`src/hdl/esp_pkg.sv`:
```
// ----------------------------------------------------------------------------
// esp_pkg
// shared types and constants of the expanding shell particle push block
// ----------------------------------------------------------------------------
package esp_pkg;

    // register indexes on the configuration port
    localparam logic [2:0] REG_CENTER_X = 3'd0;
    localparam logic [2:0] REG_CENTER_Y = 3'd1;
    localparam logic [2:0] REG_CENTER_Z = 3'd2;
    localparam logic [2:0] REG_RADIUS   = 3'd3;
    localparam logic [2:0] REG_FORCE    = 3'd4;
    localparam logic [2:0] REG_DURATION = 3'd5;

    localparam logic [14:0] RADIUS_RESET   = 15'd16384;
    localparam logic [15:0] FORCE_RESET    = 16'd256;
    localparam logic [15:0] DURATION_RESET = 16'd64;

    // item kinds
    localparam logic OPER_TICK     = 1'b0;
    localparam logic OPER_PARTICLE = 1'b1;

    // datapath commands
    localparam logic [3:0] OP_NOP   = 4'd0;
    localparam logic [3:0] OP_LOAD  = 4'd1;
    localparam logic [3:0] OP_DEAD  = 4'd2;
    localparam logic [3:0] OP_TDEC  = 4'd3;
    localparam logic [3:0] OP_TMUL  = 4'd4;
    localparam logic [3:0] OP_TDIV  = 4'd5;
    localparam logic [3:0] OP_TSQI  = 4'd6;
    localparam logic [3:0] OP_TSQO  = 4'd7;
    localparam logic [3:0] OP_SQ    = 4'd8;
    localparam logic [3:0] OP_PUSH  = 4'd9;
    localparam logic [3:0] OP_SQRT  = 4'd10;
    localparam logic [3:0] OP_DIV   = 4'd11;
    localparam logic [3:0] OP_NWR   = 4'd12;
    localparam logic [3:0] OP_SUM   = 4'd13;
    localparam logic [3:0] OP_NZERO = 4'd14;

    localparam int SQRT_IN_W = 50;
    localparam int SQRT_W    = 25;
    localparam int DIV_NUM_W = 39;
    localparam int DIV_DEN_W = 25;

    typedef struct packed {
        logic [3:0] op;
        logic [1:0] idx;
    } t_dp_cmd;

    typedef struct packed {
        logic is_tick;
        logic rem_zero;
        logic hit;
        logic sqrt_done;
        logic div_done;
        logic sum_zero;
    } t_dp_stat;

endpackage

```
`src/hdl/esp_isqrt.sv`:
```
// ----------------------------------------------------------------------------
// esp_isqrt
// floor square root, one result bit per cycle
// ----------------------------------------------------------------------------
module esp_isqrt (
    input  logic                          i_clk,
    input  logic                          i_rst_n,
    input  logic                          i_start,
    input  logic [esp_pkg::SQRT_IN_W-1:0] i_val,
    output logic [esp_pkg::SQRT_W-1:0]    o_root,
    output logic                          o_done
);
    import esp_pkg::*;

    logic [SQRT_IN_W-1:0] r_val;
    logic [SQRT_W+1:0]    r_rem;
    logic [SQRT_W-1:0]    r_root;
    logic [4:0]           r_cnt;
    logic                 r_busy;
    logic                 r_done;
    logic [SQRT_W+2:0]    tr;
    logic [SQRT_W+2:0]    tt;

    assign tr = {r_rem[SQRT_W:0], r_val[SQRT_IN_W-1 -: 2]};
    assign tt = {1'b0, r_root, 2'b01};

    always_ff @(posedge i_clk) begin
        if (!i_rst_n) begin
            r_busy <= 1'b0;
            r_done <= 1'b0;
            r_cnt  <= '0;
        end else begin
            r_done <= 1'b0;
            if (i_start) begin
                r_busy <= 1'b1;
                r_cnt  <= '0;
            end else if (r_busy) begin
                r_cnt <= r_cnt + 5'd1;
                if (r_cnt == 5'(SQRT_W - 1)) begin
                    r_busy <= 1'b0;
                    r_done <= 1'b1;
                end
            end
        end
    end

    always_ff @(posedge i_clk) begin
        if (i_start) begin
            r_val  <= i_val;
            r_rem  <= '0;
            r_root <= '0;
        end else if (r_busy) begin
            r_val <= {r_val[SQRT_IN_W-3:0], 2'b00};
            if (tr >= tt) begin
                r_rem  <= (SQRT_W+2)'(tr - tt);
                r_root <= {r_root[SQRT_W-2:0], 1'b1};
            end else begin
                r_rem  <= (SQRT_W+2)'(tr);
                r_root <= {r_root[SQRT_W-2:0], 1'b0};
            end
        end
    end

    assign o_root = r_root;
    assign o_done = r_done;

endmodule

```
`src/hdl/esp_div.sv`:
```
// ----------------------------------------------------------------------------
// esp_div
// restoring unsigned divider, one quotient bit per cycle
// ----------------------------------------------------------------------------
module esp_div (
    input  logic                          i_clk,
    input  logic                          i_rst_n,
    input  logic                          i_start,
    input  logic [esp_pkg::DIV_NUM_W-1:0] i_num,
    input  logic [esp_pkg::DIV_DEN_W-1:0] i_den,
    output logic [esp_pkg::DIV_NUM_W-1:0] o_quo,
    output logic                          o_done
);
    import esp_pkg::*;

    logic [DIV_NUM_W-1:0] r_num;
    logic [DIV_DEN_W-1:0] r_den;
    logic [DIV_DEN_W-1:0] r_rem;
    logic [5:0]           r_cnt;
    logic                 r_busy;
    logic                 r_done;
    logic [DIV_DEN_W:0]   tr;
    logic                 qbit;

    assign tr   = {r_rem, r_num[DIV_NUM_W-1]};
    assign qbit = (tr >= {1'b0, r_den});

    always_ff @(posedge i_clk) begin
        if (!i_rst_n) begin
            r_busy <= 1'b0;
            r_done <= 1'b0;
            r_cnt  <= '0;
        end else begin
            r_done <= 1'b0;
            if (i_start) begin
                r_busy <= 1'b1;
                r_cnt  <= '0;
            end else if (r_busy) begin
                r_cnt <= r_cnt + 6'd1;
                if (r_cnt == 6'(DIV_NUM_W - 1)) begin
                    r_busy <= 1'b0;
                    r_done <= 1'b1;
                end
            end
        end
    end

    always_ff @(posedge i_clk) begin
        if (i_start) begin
            r_num <= i_num;
            r_den <= i_den;
            r_rem <= '0;
        end else if (r_busy) begin
            r_num <= {r_num[DIV_NUM_W-2:0], qbit};
            r_rem <= qbit ? DIV_DEN_W'(tr - {1'b0, r_den}) : DIV_DEN_W'(tr);
        end
    end

    assign o_quo  = r_num;
    assign o_done = r_done;

endmodule

```
`src/hdl/esp_dp.sv`:
```
// ----------------------------------------------------------------------------
// esp_dp
// datapath: burst state, shared multiplier, square root and divider
// ----------------------------------------------------------------------------
module esp_dp #(
    parameter int SHELL_WIDTH = 164
) (
    input  logic                   i_clk,
    input  logic                   i_rst_n,
    input  esp_pkg::t_dp_cmd       i_cmd,
    output esp_pkg::t_dp_stat      o_stat,
    input  logic                   i_oper,
    input  logic [119:0]           i_word,
    input  logic signed [15:0]     i_center_x,
    input  logic signed [15:0]     i_center_y,
    input  logic signed [15:0]     i_center_z,
    input  logic [14:0]            i_radius,
    input  logic [15:0]            i_force,
    input  logic [15:0]            i_duration,
    input  logic                   i_dur_wr,
    input  logic [15:0]            i_dur_wdata,
    output logic [65:0]            o_result
);
    import esp_pkg::*;

    logic               r_op;
    logic               r_virt;
    logic [15:0]        r_vel;
    logic signed [15:0] r_dir [3];
    logic signed [16:0] r_v   [3];
    logic signed [15:0] r_n   [3];
    logic [33:0]        r_acc;
    logic               r_pushed;
    logic [15:0]        r_rem;
    logic               r_alive;
    logic [31:0]        r_inner;
    logic [31:0]        r_outer;

    logic signed [16:0]   vsel;
    logic [16:0]          mag;
    logic [16:0]          mul_a;
    logic [16:0]          mul_b;
    logic [33:0]          prod;
    logic [14:0]          rq;
    logic [15:0]          ro;
    logic                 div_start;
    logic [DIV_NUM_W-1:0] div_num;
    logic [DIV_DEN_W-1:0] div_den;
    logic [DIV_NUM_W-1:0] quo;
    logic                 div_done;
    logic [SQRT_W-1:0]    root;
    logic                 sqrt_done;
    logic [16:0]          qc;
    logic [15:0]          nval;
    logic [16:0]          vel_sum;
    logic [15:0]          vel_sat;
    logic signed [16:0]   pos [3];
    logic signed [16:0]   ctr [3];

    assign vsel = r_v[i_cmd.idx];
    assign mag  = vsel[16] ? 17'(-vsel) : 17'(vsel);

    // operand select for the shared multiplier
    always_comb begin
        case (i_cmd.op)
            OP_TMUL: begin
                mul_a = {1'b0, i_duration - r_rem};
                mul_b = {2'b00, i_radius};
            end
            OP_TSQI: begin
                mul_a = {2'b00, rq};
                mul_b = {2'b00, rq};
            end
            OP_TSQO: begin
                mul_a = {1'b0, ro};
                mul_b = {1'b0, ro};
            end
            default: begin
                mul_a = mag;
                mul_b = mag;
            end
        endcase
    end
    assign prod = mul_a * mul_b;

    assign rq = (i_duration == 16'd0) ? 15'd0 : quo[14:0];
    assign ro = {1'b0, rq} + 16'(SHELL_WIDTH);

    assign div_start = (i_cmd.op == OP_TDIV) || (i_cmd.op == OP_DIV);
    assign div_num   = (i_cmd.op == OP_TDIV) ? {5'd0, r_acc} : {mag, 22'd0};
    assign div_den   = (i_cmd.op == OP_TDIV) ? {9'd0, i_duration} : root;

    esp_div u_div (
        .i_clk   (i_clk),
        .i_rst_n (i_rst_n),
        .i_start (div_start),
        .i_num   (div_num),
        .i_den   (div_den),
        .o_quo   (quo),
        .o_done  (div_done)
    );

    esp_isqrt u_isqrt (
        .i_clk   (i_clk),
        .i_rst_n (i_rst_n),
        .i_start (i_cmd.op == OP_SQRT),
        .i_val   ({r_acc, 16'd0}),
        .o_root  (root),
        .o_done  (sqrt_done)
    );

    // clamp the quotient into q2.14 with the sign of the component
    assign qc = (quo > DIV_NUM_W'(32768)) ? 17'd32768 : quo[16:0];
    always_comb begin
        if (vsel[16]) begin
            nval = 16'(-qc);
        end else if (qc > 17'd32767) begin
            nval = 16'd32767;
        end else begin
            nval = qc[15:0];
        end
    end

    assign pos[0] = 17'(signed'(i_word[15:0]));
    assign pos[1] = 17'(signed'(i_word[31:16]));
    assign pos[2] = 17'(signed'(i_word[47:32]));
    assign ctr[0] = 17'(i_center_x);
    assign ctr[1] = 17'(i_center_y);
    assign ctr[2] = 17'(i_center_z);

    // burst state
    always_ff @(posedge i_clk) begin
        if (!i_rst_n) begin
            r_rem   <= DURATION_RESET;
            r_alive <= 1'b1;
            r_inner <= '0;
            r_outer <= '0;
        end else if (i_dur_wr) begin
            r_rem   <= i_dur_wdata;
            r_alive <= 1'b1;
            r_inner <= '0;
            r_outer <= '0;
        end else begin
            case (i_cmd.op)
                OP_DEAD: r_alive <= 1'b0;
                OP_TDEC: r_rem   <= r_rem - 16'd1;
                OP_TSQI: r_inner <= prod[31:0];
                OP_TSQO: r_outer <= prod[31:0];
                default: ;
            endcase
        end
    end

    // item working registers
    always_ff @(posedge i_clk) begin
        case (i_cmd.op)
            OP_LOAD: begin
                r_op     <= i_oper;
                r_virt   <= i_word[112];
                r_vel    <= i_word[111:96];
                r_pushed <= 1'b0;
                for (int i = 0; i < 3; i++) begin
                    r_dir[i] <= i_word[48 + 16*i +: 16];
                    r_v[i]   <= pos[i] - ctr[i];
                end
            end
            OP_TMUL: r_acc <= prod;
            OP_SQ: begin
                if (i_cmd.idx == 2'd0) begin
                    r_acc <= prod;
                end else begin
                    r_acc <= r_acc + prod;
                end
            end
            OP_PUSH: r_pushed <= 1'b1;
            OP_NWR:  r_n[i_cmd.idx] <= nval;
            OP_SUM: begin
                for (int i = 0; i < 3; i++) begin
                    r_v[i] <= 17'(r_dir[i]) + 17'(r_n[i]);
                end
            end
            OP_NZERO: begin
                for (int i = 0; i < 3; i++) begin
                    r_n[i] <= '0;
                end
            end
            default: ;
        endcase
    end

    assign o_stat.is_tick   = (r_op == OPER_TICK);
    assign o_stat.rem_zero  = (r_rem == 16'd0);
    assign o_stat.hit       = !r_virt && r_alive && (r_acc > {2'b00, r_inner})
                              && (r_acc < {2'b00, r_outer});
    assign o_stat.sqrt_done = sqrt_done;
    assign o_stat.div_done  = div_done;
    assign o_stat.sum_zero  = (r_v[0] == '0) && (r_v[1] == '0) && (r_v[2] == '0);

    assign vel_sum = {1'b0, r_vel} + {1'b0, i_force};
    assign vel_sat = vel_sum[16] ? 16'hFFFF : vel_sum[15:0];

    // result word: dir x, dir y, dir z, velocity, affected, burst alive
    always_comb begin
        if (r_op == OPER_TICK) begin
            o_result = {r_alive, 65'd0};
        end else if (r_pushed) begin
            o_result = {r_alive, 1'b1, vel_sat, r_n[2], r_n[1], r_n[0]};
        end else begin
            o_result = {r_alive, 1'b0, r_vel, r_dir[2], r_dir[1], r_dir[0]};
        end
    end

endmodule

```
`src/hdl/esp_ctrl.sv`:
```
// ----------------------------------------------------------------------------
// esp_ctrl
// sequencer that steps the datapath through one tick or particle item
// ----------------------------------------------------------------------------
module esp_ctrl (
    input  logic              i_clk,
    input  logic              i_rst_n,
    input  logic              i_in_valid,
    output logic              o_in_ready,
    input  logic              i_out_ready,
    output logic              o_out_valid,
    output logic              o_out_load,
    output esp_pkg::t_dp_cmd  o_cmd,
    input  esp_pkg::t_dp_stat i_stat
);
    import esp_pkg::*;

    localparam logic [4:0] S_IDLE   = 5'd0;
    localparam logic [4:0] S_DISP   = 5'd1;
    localparam logic [4:0] S_TMUL   = 5'd2;
    localparam logic [4:0] S_TDIV   = 5'd3;
    localparam logic [4:0] S_TDWAIT = 5'd4;
    localparam logic [4:0] S_TSQI   = 5'd5;
    localparam logic [4:0] S_TSQO   = 5'd6;
    localparam logic [4:0] S_PSQ    = 5'd7;
    localparam logic [4:0] S_PTEST  = 5'd8;
    localparam logic [4:0] S_NSQRT  = 5'd9;
    localparam logic [4:0] S_NSWAIT = 5'd10;
    localparam logic [4:0] S_NDIV   = 5'd11;
    localparam logic [4:0] S_NDWAIT = 5'd12;
    localparam logic [4:0] S_NWR    = 5'd13;
    localparam logic [4:0] S_NSUM   = 5'd14;
    localparam logic [4:0] S_NCHK   = 5'd15;
    localparam logic [4:0] S_FIN    = 5'd16;

    logic [4:0] r_state;
    logic [4:0] n_state;
    logic [1:0] r_idx;
    logic [1:0] n_idx;
    logic       r_pass;
    logic       n_pass;
    logic       r_out_valid;
    logic       n_out_valid;
    logic       accept;

    assign o_in_ready = (r_state == S_IDLE);
    assign accept     = i_in_valid && o_in_ready;

    always_comb begin
        n_state     = r_state;
        n_idx       = r_idx;
        n_pass      = r_pass;
        n_out_valid = r_out_valid && !i_out_ready;
        o_out_load  = 1'b0;
        o_cmd.op    = OP_NOP;
        o_cmd.idx   = r_idx;
        case (r_state)
            S_IDLE: begin
                if (accept) begin
                    o_cmd.op = OP_LOAD;
                    n_idx    = 2'd0;
                    n_pass   = 1'b0;
                    n_state  = S_DISP;
                end
            end
            S_DISP: begin
                if (i_stat.is_tick) begin
                    if (i_stat.rem_zero) begin
                        o_cmd.op = OP_DEAD;
                        n_state  = S_FIN;
                    end else begin
                        o_cmd.op = OP_TDEC;
                        n_state  = S_TMUL;
                    end
                end else begin
                    n_state = S_PSQ;
                end
            end
            S_TMUL: begin
                o_cmd.op = OP_TMUL;
                n_state  = S_TDIV;
            end
            S_TDIV: begin
                o_cmd.op = OP_TDIV;
                n_state  = S_TDWAIT;
            end
            S_TDWAIT: if (i_stat.div_done) n_state = S_TSQI;
            S_TSQI: begin
                o_cmd.op = OP_TSQI;
                n_state  = S_TSQO;
            end
            S_TSQO: begin
                o_cmd.op = OP_TSQO;
                n_state  = S_FIN;
            end
            S_PSQ: begin
                o_cmd.op = OP_SQ;
                if (r_idx == 2'd2) begin
                    n_idx   = 2'd0;
                    n_state = r_pass ? S_NSQRT : S_PTEST;
                end else begin
                    n_idx = r_idx + 2'd1;
                end
            end
            S_PTEST: begin
                if (i_stat.hit) begin
                    o_cmd.op = OP_PUSH;
                    n_state  = S_NSQRT;
                end else begin
                    n_state = S_FIN;
                end
            end
            S_NSQRT: begin
                o_cmd.op = OP_SQRT;
                n_state  = S_NSWAIT;
            end
            S_NSWAIT: if (i_stat.sqrt_done) n_state = S_NDIV;
            S_NDIV: begin
                o_cmd.op = OP_DIV;
                n_state  = S_NDWAIT;
            end
            S_NDWAIT: if (i_stat.div_done) n_state = S_NWR;
            S_NWR: begin
                o_cmd.op = OP_NWR;
                if (r_idx == 2'd2) begin
                    n_idx   = 2'd0;
                    n_state = r_pass ? S_FIN : S_NSUM;
                end else begin
                    n_idx   = r_idx + 2'd1;
                    n_state = S_NDIV;
                end
            end
            S_NSUM: begin
                o_cmd.op = OP_SUM;
                n_pass   = 1'b1;
                n_state  = S_NCHK;
            end
            S_NCHK: begin
                if (i_stat.sum_zero) begin
                    o_cmd.op = OP_NZERO;
                    n_state  = S_FIN;
                end else begin
                    n_state = S_PSQ;
                end
            end
            S_FIN: begin
                if (!r_out_valid || i_out_ready) begin
                    o_out_load  = 1'b1;
                    n_out_valid = 1'b1;
                    n_state     = S_IDLE;
                end
            end
            default: n_state = S_IDLE;
        endcase
    end

    always_ff @(posedge i_clk) begin
        if (!i_rst_n) begin
            r_state     <= S_IDLE;
            r_idx       <= 2'd0;
            r_pass      <= 1'b0;
            r_out_valid <= 1'b0;
        end else begin
            r_state     <= n_state;
            r_idx       <= n_idx;
            r_pass      <= n_pass;
            r_out_valid <= n_out_valid;
        end
    end

    assign o_out_valid = r_out_valid;

    a_accept_dispatch: assert property (@(posedge i_clk) disable iff (!i_rst_n)
        accept |=> (r_state == S_DISP))
        else $error("accepted word did not reach dispatch");

    a_load_valid: assert property (@(posedge i_clk) disable iff (!i_rst_n)
        o_out_load |=> r_out_valid)
        else $error("result load did not raise output valid");

    a_load_free: assert property (@(posedge i_clk) disable iff (!i_rst_n)
        o_out_load |-> (!r_out_valid || i_out_ready))
        else $error("result overwrote a pending word");

    a_idx_range: assert property (@(posedge i_clk) disable iff (!i_rst_n)
        r_idx != 2'd3)
        else $error("component index out of range");

endmodule

```
`src/hdl/expanding_shell_particle_push_top.sv`:
```
// ----------------------------------------------------------------------------
// expanding_shell_particle_push_top
// shockwave shell that bends and speeds up particles it passes over
// ----------------------------------------------------------------------------
// A tick word advances the shell, using the 39-step restoring divider that
// scales the radius by the elapsed fraction. A particle word outside the shell
// (or virtual, or with a dead burst) finishes after the shell test; a pushed
// particle runs two vector normalizations (only one when the pushed direction
// sums to zero), each one square root and three divisions on the shared divider.
// One word is in work at a time; a finished result waits in the output
// register while the next word is accepted. Writing the duration register
// restarts the burst.
module expanding_shell_particle_push_top #(
    parameter int SHELL_WIDTH = 164
) (
    input  logic         i_clk,
    input  logic         i_rst_n,
    // input stream
    input  logic         i_s_tvalid,
    output logic         o_s_tready,
    // pos_x, pos_y, pos_z, dir_x, dir_y, dir_z, in_velocity, is_virtual, pad
    input  logic [119:0] i_s_tdata,
    // operation
    input  logic         i_s_tuser,
    // result stream
    output logic         o_m_tvalid,
    input  logic         i_m_tready,
    // out_dir_x, out_dir_y, out_dir_z, out_velocity, affected, burst_alive, pad
    output logic [71:0]  o_m_tdata,
    // configuration port
    input  logic         psel,
    input  logic         penable,
    input  logic         pwrite,
    input  logic [4:0]   paddr,
    input  logic [31:0]  pwdata,
    output logic [31:0]  prdata,
    output logic         pready
);
    import esp_pkg::*;

    logic signed [15:0] r_center_x;
    logic signed [15:0] r_center_y;
    logic signed [15:0] r_center_z;
    logic [14:0]        r_radius;
    logic [15:0]        r_force;
    logic [15:0]        r_duration;
    logic [65:0]        r_out;

    t_dp_cmd     cmd;
    t_dp_stat    stat;
    logic        wr;
    logic        out_load;
    logic [65:0] result;
    logic [2:0]  reg_idx;

    assign pready  = 1'b1;
    assign reg_idx = paddr[4:2];
    assign wr      = psel && penable && pwrite;

    // configuration registers
    always_ff @(posedge i_clk) begin
        if (!i_rst_n) begin
            r_center_x <= '0;
            r_center_y <= '0;
            r_center_z <= '0;
            r_radius   <= RADIUS_RESET;
            r_force    <= FORCE_RESET;
            r_duration <= DURATION_RESET;
        end else if (wr) begin
            case (reg_idx)
                REG_CENTER_X: r_center_x <= pwdata[15:0];
                REG_CENTER_Y: r_center_y <= pwdata[15:0];
                REG_CENTER_Z: r_center_z <= pwdata[15:0];
                REG_RADIUS:   r_radius   <= pwdata[14:0];
                REG_FORCE:    r_force    <= pwdata[15:0];
                REG_DURATION: r_duration <= pwdata[15:0];
                default: ;
            endcase
        end
    end

    // register readback
    always_comb begin
        case (reg_idx)
            REG_CENTER_X: prdata = {16'd0, r_center_x};
            REG_CENTER_Y: prdata = {16'd0, r_center_y};
            REG_CENTER_Z: prdata = {16'd0, r_center_z};
            REG_RADIUS:   prdata = {17'd0, r_radius};
            REG_FORCE:    prdata = {16'd0, r_force};
            REG_DURATION: prdata = {16'd0, r_duration};
            default:      prdata = '0;
        endcase
    end

    esp_ctrl u_ctrl (
        .i_clk       (i_clk),
        .i_rst_n     (i_rst_n),
        .i_in_valid  (i_s_tvalid),
        .o_in_ready  (o_s_tready),
        .i_out_ready (i_m_tready),
        .o_out_valid (o_m_tvalid),
        .o_out_load  (out_load),
        .o_cmd       (cmd),
        .i_stat      (stat)
    );

    esp_dp #(
        .SHELL_WIDTH (SHELL_WIDTH)
    ) u_dp (
        .i_clk       (i_clk),
        .i_rst_n     (i_rst_n),
        .i_cmd       (cmd),
        .o_stat      (stat),
        .i_oper      (i_s_tuser),
        .i_word      (i_s_tdata),
        .i_center_x  (r_center_x),
        .i_center_y  (r_center_y),
        .i_center_z  (r_center_z),
        .i_radius    (r_radius),
        .i_force     (r_force),
        .i_duration  (r_duration),
        .i_dur_wr    (wr && (reg_idx == REG_DURATION)),
        .i_dur_wdata (pwdata[15:0]),
        .o_result    (result)
    );

    // output word register, loaded when the item is done
    always_ff @(posedge i_clk) begin
        if (out_load) begin
            r_out <= result;
        end
    end

    assign o_m_tdata = {6'd0, r_out};

endmodule

```
`config.mk`:
```
export PLATFORM = sky130hd
export DESIGN_NAME = expanding_shell_particle_push_top
export DESIGN_NICKNAME = d
export VERILOG_FILES = /design/src/hdl/esp_pkg.sv /design/src/hdl/esp_isqrt.sv /design/src/hdl/esp_div.sv /design/src/hdl/esp_dp.sv /design/src/hdl/esp_ctrl.sv /design/src/hdl/expanding_shell_particle_push_top.sv
export SDC_FILE = /design/constraint.sdc
export NUM_CORES = 2
export LEC_CHECK = 0
export ABC_AREA = 1
export BUFFER_PORTS_ARGS = -buffer_cell sky130_fd_sc_hd__buf_2
export CAP_MARGIN = 20
export CORE_UTILIZATION = 45
export DETAILED_ROUTE_END_ITERATION = 16
export SLEW_MARGIN = 20
export SYNTH_ARGS = -nofsm -noshare
export SYNTH_HDL_FRONTEND = slang
export SYNTH_SLANG_ARGS = --single-unit
export TNS_END_PERCENT = 10
```
`constraint.sdc`:
```
create_clock -name i_clk -period 22.6 [get_ports i_clk]
set_input_delay 5.65 -clock i_clk [delete_from_list [all_inputs] [get_ports i_clk]]
set_output_delay 5.65 -clock i_clk [all_outputs]
set_load 0.1 [all_outputs]
```
-- Word level (Yosys, flattened, before mapping)
Memories as Yosys holds them, arrays and structs flattened. A register that Yosys moved wholly into a read port is not among the register bits.
Index checks and enable logic that the tools add are counted.
- register bits after elaboration: 493
- bits in writable memories: 147
- output and inout bits: 107
- word-level logic and storage cells: 235
- memories kept: 3
- $add $sub $neg: 18
- multiply operators: 1
- order comparisons: 6
- eq/ne operators: 44
- multiplexer cells: 77
- bitwise logic cells: 6
- reductions and logical operators: 46
- memories (memory ; words ; bits a word ; read ports ; clocked after Yosys merged registers in ; wr ports ; RTL line ; text):
    u_dp.r_v ; 3 ; 17 ; 4 ; 1 ; 3 ; esp_dp.sv:30 ; logic signed [16:0] r_v [3];
    u_dp.r_dir ; 3 ; 16 ; 3 ; 0 ; 3 ; esp_dp.sv:29 ; logic signed [15:0] r_dir [3];
    u_dp.r_n ; 3 ; 16 ; 3 ; 0 ; 3 ; esp_dp.sv:31 ; logic signed [15:0] r_n [3];
- operators by type and width (operator ; number):
    39-bit two-way mux ; 3
    16-bit two-way mux ; 7
    17-bit one-hot mux with 3 select lines ; 2
    50-bit two-way mux ; 2
    16-bit one-hot mux with 6 select lines ; 1
    17-bit two-way mux ; 5
    5-bit one-hot mux with 17 select lines ; 1
    16-bit by 16-bit adder with 17-bit output ; 4
    34-bit one-hot mux with 2 select lines ; 1
    65-bit two-way mux ; 1
    5-bit two-way mux ; 12
    4-bit one-hot mux with 13 select lines ; 1
    17-bit logical NOT ; 3
    16-bit by 16-bit subtractor with 17-bit output ; 3
    5-bit by 4-bit == test with 1-bit output (second input constant) ; 8
    39-bit by 16-bit greater-than comparator with 1-bit output (second input constant) ; 1
    34-bit adder ; 1
    34-bit by 32-bit greater-than comparator with 1-bit output ; 1
    34-bit by 32-bit less-than comparator with 1-bit output ; 1
    17-bit by 17-bit multiplier with 34-bit output ; 1
    34-bit two-way mux ; 1
    16-bit logical NOT ; 2
    4-bit == test (second input constant) ; 7
    28-bit by 27-bit >= comparator with 1-bit output ; 1
    48 further kinds ; 128

-- Logic depth before layout (Yosys ltp)
- depth in word-level cells: 12
- gate-level depth with buffers: 52
- gate-level depth less buffers: 52

-- Hierarchy
From an unflattened synthesis, not the netlist that was laid out.
- cells, all modules: 7488
- area, all modules: 53836.6 um^2
- modules (own cells, without submodules) (module ; instances ; cells an instance ; area each (um^2)):
    esp_dp ; 1 ; 4809 ; 33875.0
    expanding_shell_particle_push_top ; 1 ; 838 ; 6951.7
    esp_isqrt ; 1 ; 859 ; 6200.9
    esp_div ; 1 ; 825 ; 5950.7
    esp_ctrl ; 1 ; 157 ; 858.3

-- Worst setup path after synthesis
OpenSTA, ideal clock, no wires.
- kind: input to output
- from: input paddr[4]
- to: output prdata[15]
- arrival time: 7831 ps
- data required time: 16950 ps
- setup slack: 9119 ps
- cell stages on the path: 4
- path buffers: 1
- cells stage by stage: nor3_1 inv_1 clkbuf_1 o221ai_1
- cells in the longest elaborated chain, start to end: 2
- ends and longest elaborated chain (item ; RTL line ; text):
    start: declaration ; expanding_shell_particle_push_top.sv:34 ; input logic [4:0] paddr,
    3-bit == test (tied with other cells) ; expanding_shell_particle_push_top.sv:84 ; case (reg_idx)
    16-bit one-hot mux with 6 select lines * ; expanding_shell_particle_push_top.sv:84 ;
    end: declaration ; expanding_shell_particle_push_top.sv:36 ; output logic [31:0] prdata,
Mark *: on every way between the ends. The rest lies on a longest branch, timed or not.

-- Worst setup path after layout
- from: input paddr[4]
- to: output prdata[1]
Same word-level chain as after synthesis.

==> flow_summary.yaml <==
grt:
  grt_max_degree: 87
  grt.total_usage: 0.285
  overflow: 0
  met3_usage: 0.0335
  antenna_found_initial: 2
  grt_pass1_vias: 43300
  met2_usage: 0.460
  grt_first_pass_wirelength_um: 254000
  top_usage_layer: "met2"
  met1_usage: 0.399
die:
  die_h_um: 339
  start_util: 0.454
  die_w_um: 339
  core_area_um2: 112000
  die_area_um2: 115000
  fp-row-count: 123
  ios: 272
synth:
  post-synth-top-count-cell: "nand2_1"
  synth_top_family_by_area: "simple AND/OR/NAND/NOR gates"
  synth-xor-area-share: 0.0258
  yosys-top-cells-area: "edfxtp_1 19%, dfxtp_1 13%, nand2_1 9.7%, ha_1 9.6%, fa_1 9.2%"
  synth_compound_area_frac: 0.149
  yosysSeqAreaShare: 0.314
  async_reset_ff_frac: 0
  synth_cell_types: 69
  synth_top_area_frac: 0.186
  synth.avg_cell_area_um2: 7.61
  netlist_instances: 6699
  synth_fa_ha_area_frac: 0.188
  ys_warn_count: 0
  synth_ff_type: "dfxtp_1"
  synth_area_leader_cell: "edfxtp_1"
  synthTopCellsByCount: "1,323 x nand2_1, 1,021 x inv_1, 671 x nor2_1"
  synth-edff-count: 316
  netlist_area_um2: 51000
  muxShareOfSynthArea: 0.000589
  synth-simple-area-share: 0.221
  synth_seq_cells: 642
sta:
  setup_viol: 0
  hold_viol_final: 0
  finalCritPeriodShare: 0.582
  finalSetupTns_ns: 0
  worst_pin_slew_ns: 1.05
  rsz0062_at_grt: "no"
  fmax_ghz: 0.0760
  finalClockSkew_ns: 0.0289
  worst_slack_ns: 9.44
  relSlewSlack: 0.286
  fin_crit_ns: 13.16
  drv_slew: 0
run_status:
  status: "finished with violations"
  violations: "DRC"
placed_design:
  placed_cell_area_um2: 53300
  placement.io_buffers: 223
  gp_congestion: 0.958
  dp_hpwl_um: 131000
  place_inst: 8282
  dpl_worst_slack_ns: 9.54
hold_path:
  hp-class: "reg -> reg"
  hold_depth: 0
clock_network:
  clk_pin_slew_ns: 0.06
  cts.htree.levels: 3
  clock-sinks: 642
  cts_setup_buffers: 0
  cts_resized: 0
  clk_path_buf_depth: 3
  clk_latency_ns: 0.67
  ctsHoldBuffers: 0
  cts_tree: "built"
  numCtsBuffers: 77
  cts_root_buf: "clkbuf_16"
routing:
  vias_per_cell: 5.41
  first_pass_iters: 13
  ant_nets: 0
  drtIter0Drc: 3835
  routedWlPerCell_um: 19.7
  wl_um: 166000
  drcViolationCount: 4
  via_count: 45600
critical_path:
  reg2reg_slack_ns: 11.91
  cp.required_ns: 16.95
  r2r-start: "u_ctrl.r_state[2]$_SDFFE_PN0P_"
  endpoint: "prdata[1]"
  cp_max_fo: 15
  cp-start-kind: "primary input"
  critical_path_buf_inv_count: 3
  worst-path-stages: 7
  cp_common_cell: "buf_2"
  cp-startpoint: "paddr[4]"
  cp_slowest_cell: "buf_2"
  worst_ep_arrival_time_ns: 7.51
  setup.worst_path.class: "in -> out"
  cpPeakStageDelay_ns: 0.48
  path_delay_family: "buffers and inverters"
  endpoint_kind: "output pin"
  worstReg2RegEnd: "u_dp.r_acc[22]$_DFFE_PP_"
  path_cells: "buf_2 -> nor3_1 -> inv_1 -> o22ai_1 -> a221oi_1 -> o221ai_1 -> buf_2"
  r2r.worst_path.cells: 36
run:
  cap_violations: 0
cells_and_area:
  finish.instance_area_um2: 55900
  nets: 7654
  final_layout_size_suffix_gt1_frac: 0.0823
  fillers: 11300
  area_delta_synth_final_pct: 9.75
  regArea_um2: 16000
  multiInputGateArea_um2: 30000
  final_cells: 8427
## routing by layer
layer	part of all wire	vias to the layer above
li1	-	22300
met2	0.45	1465
met4	0.032	0
met3	0.061	259
met5	0	-
met1	0.45	21500
## cell usage in the layout, fill, tap and decap left out, types with 19 or more instances in the layout
cell type,count
nand3b_1,20
o22ai_1,47
o21ai_0,503
a21o_1,27
fa_1,234
dfxtp_1,326
o21bai_1,47
xor2_1,81
nor4_1,22
or2_2,30
nor2_1,667
nand3_1,367
o211ai_1,67
a31oi_1,27
inv_1,1018
nand2_2,35
nor3_1,74
o21ai_2,19
buf_4,36
a21oi_1,437
xnor2_1,69
inv_2,46
buf_2,223
o21ai_1,34
conb_1,37
nand2_1,1322
edfxtp_1,316
o221ai_1,22
ha_1,393
nand4_1,63
clkbuf_16,80
## kinds of logic (layout without fill, tap and decap cells)
group	count (synthesis)	in the layout
buf+inv	1289	1481
simple gates	2654	2654
xor+xnor	150	150
flops	642	642
other cells	2	38
fa+ha+maj	627	627
compound gates	1332	1332
mux	3	3
## sequential cells by signal, summed over array words and instances (netlist names), 15 cells and up, named ones only
register and count:
r_out 66, u_dp.r_dir 48, u_dp.r_v 51, u_dp.r_rem 16
u_dp.r_outer 32, r_center_x 16, r_center_z 16, u_dp.r_vel 16
r_center_y 16, r_force 16, u_dp.r_acc 34, r_radius 15
u_dp.u_isqrt.o_root 25, u_dp.u_div.r_rem 25, u_dp.u_isqrt.r_val 34, u_dp.u_div.r_den 25
u_dp.r_inner 32, u_dp.u_div.o_quo 39, u_dp.u_isqrt.r_rem 26, u_dp.r_n 48
r_duration 16
## worst min-delay path by stage
stage                              start                  end  slack, ns
2_1_floorplan  u_dp.r_alive$_SDFFE_PP1N_  r_out[65]$_DFFE_PP_       0.41
3_3_place_gp   u_dp.r_alive$_SDFFE_PP1N_  r_out[65]$_DFFE_PP_       0.43
3_5_place_dp   u_dp.r_alive$_SDFFE_PP1N_  r_out[65]$_DFFE_PP_       0.43
4_1_cts        u_dp.r_alive$_SDFFE_PP1N_  r_out[65]$_DFFE_PP_       0.44
5_1_grt        u_dp.r_alive$_SDFFE_PP1N_  r_out[65]$_DFFE_PP_       0.46
6_report       u_dp.r_alive$_SDFFE_PP1N_  r_out[65]$_DFFE_PP_       0.45
## worst register-to-register path: cells and delay by family, from the launching register on
kind | cells | cell delay [ns]
flops | 1 | 0.53
buf+inv | 8 | 1.18
fa+ha+maj | 8 | 3.84
simple gates | 12 | 2.98
xor+xnor | 1 | 0.34
compound gates | 7 | 1.60
## through the flow
stage	utilization	hold slack [ns]
2_1_floorplan	-	0.408
3_3_place_gp	0.475	0.433
3_5_place_dp	0.475	0.430
4_1_cts	0.498	0.444
5_1_grt	0.498	0.458
6_report	0.498	0.449
## layout make-up
cell class                 instances  area share
antenna                            1   0.0000447
clock buffer                     110      0.0401
clock inverter                    33     0.00615
inverter                        1078      0.0726
multi-input combinational       4803       0.536
sequential                       642       0.286
tap                             1500      0.0336
timing repair buffer             260      0.0253
Power is left out: the tool's default activity adds up to more than one toggle a clock period on the data nets, which glitch-free logic cannot reach.
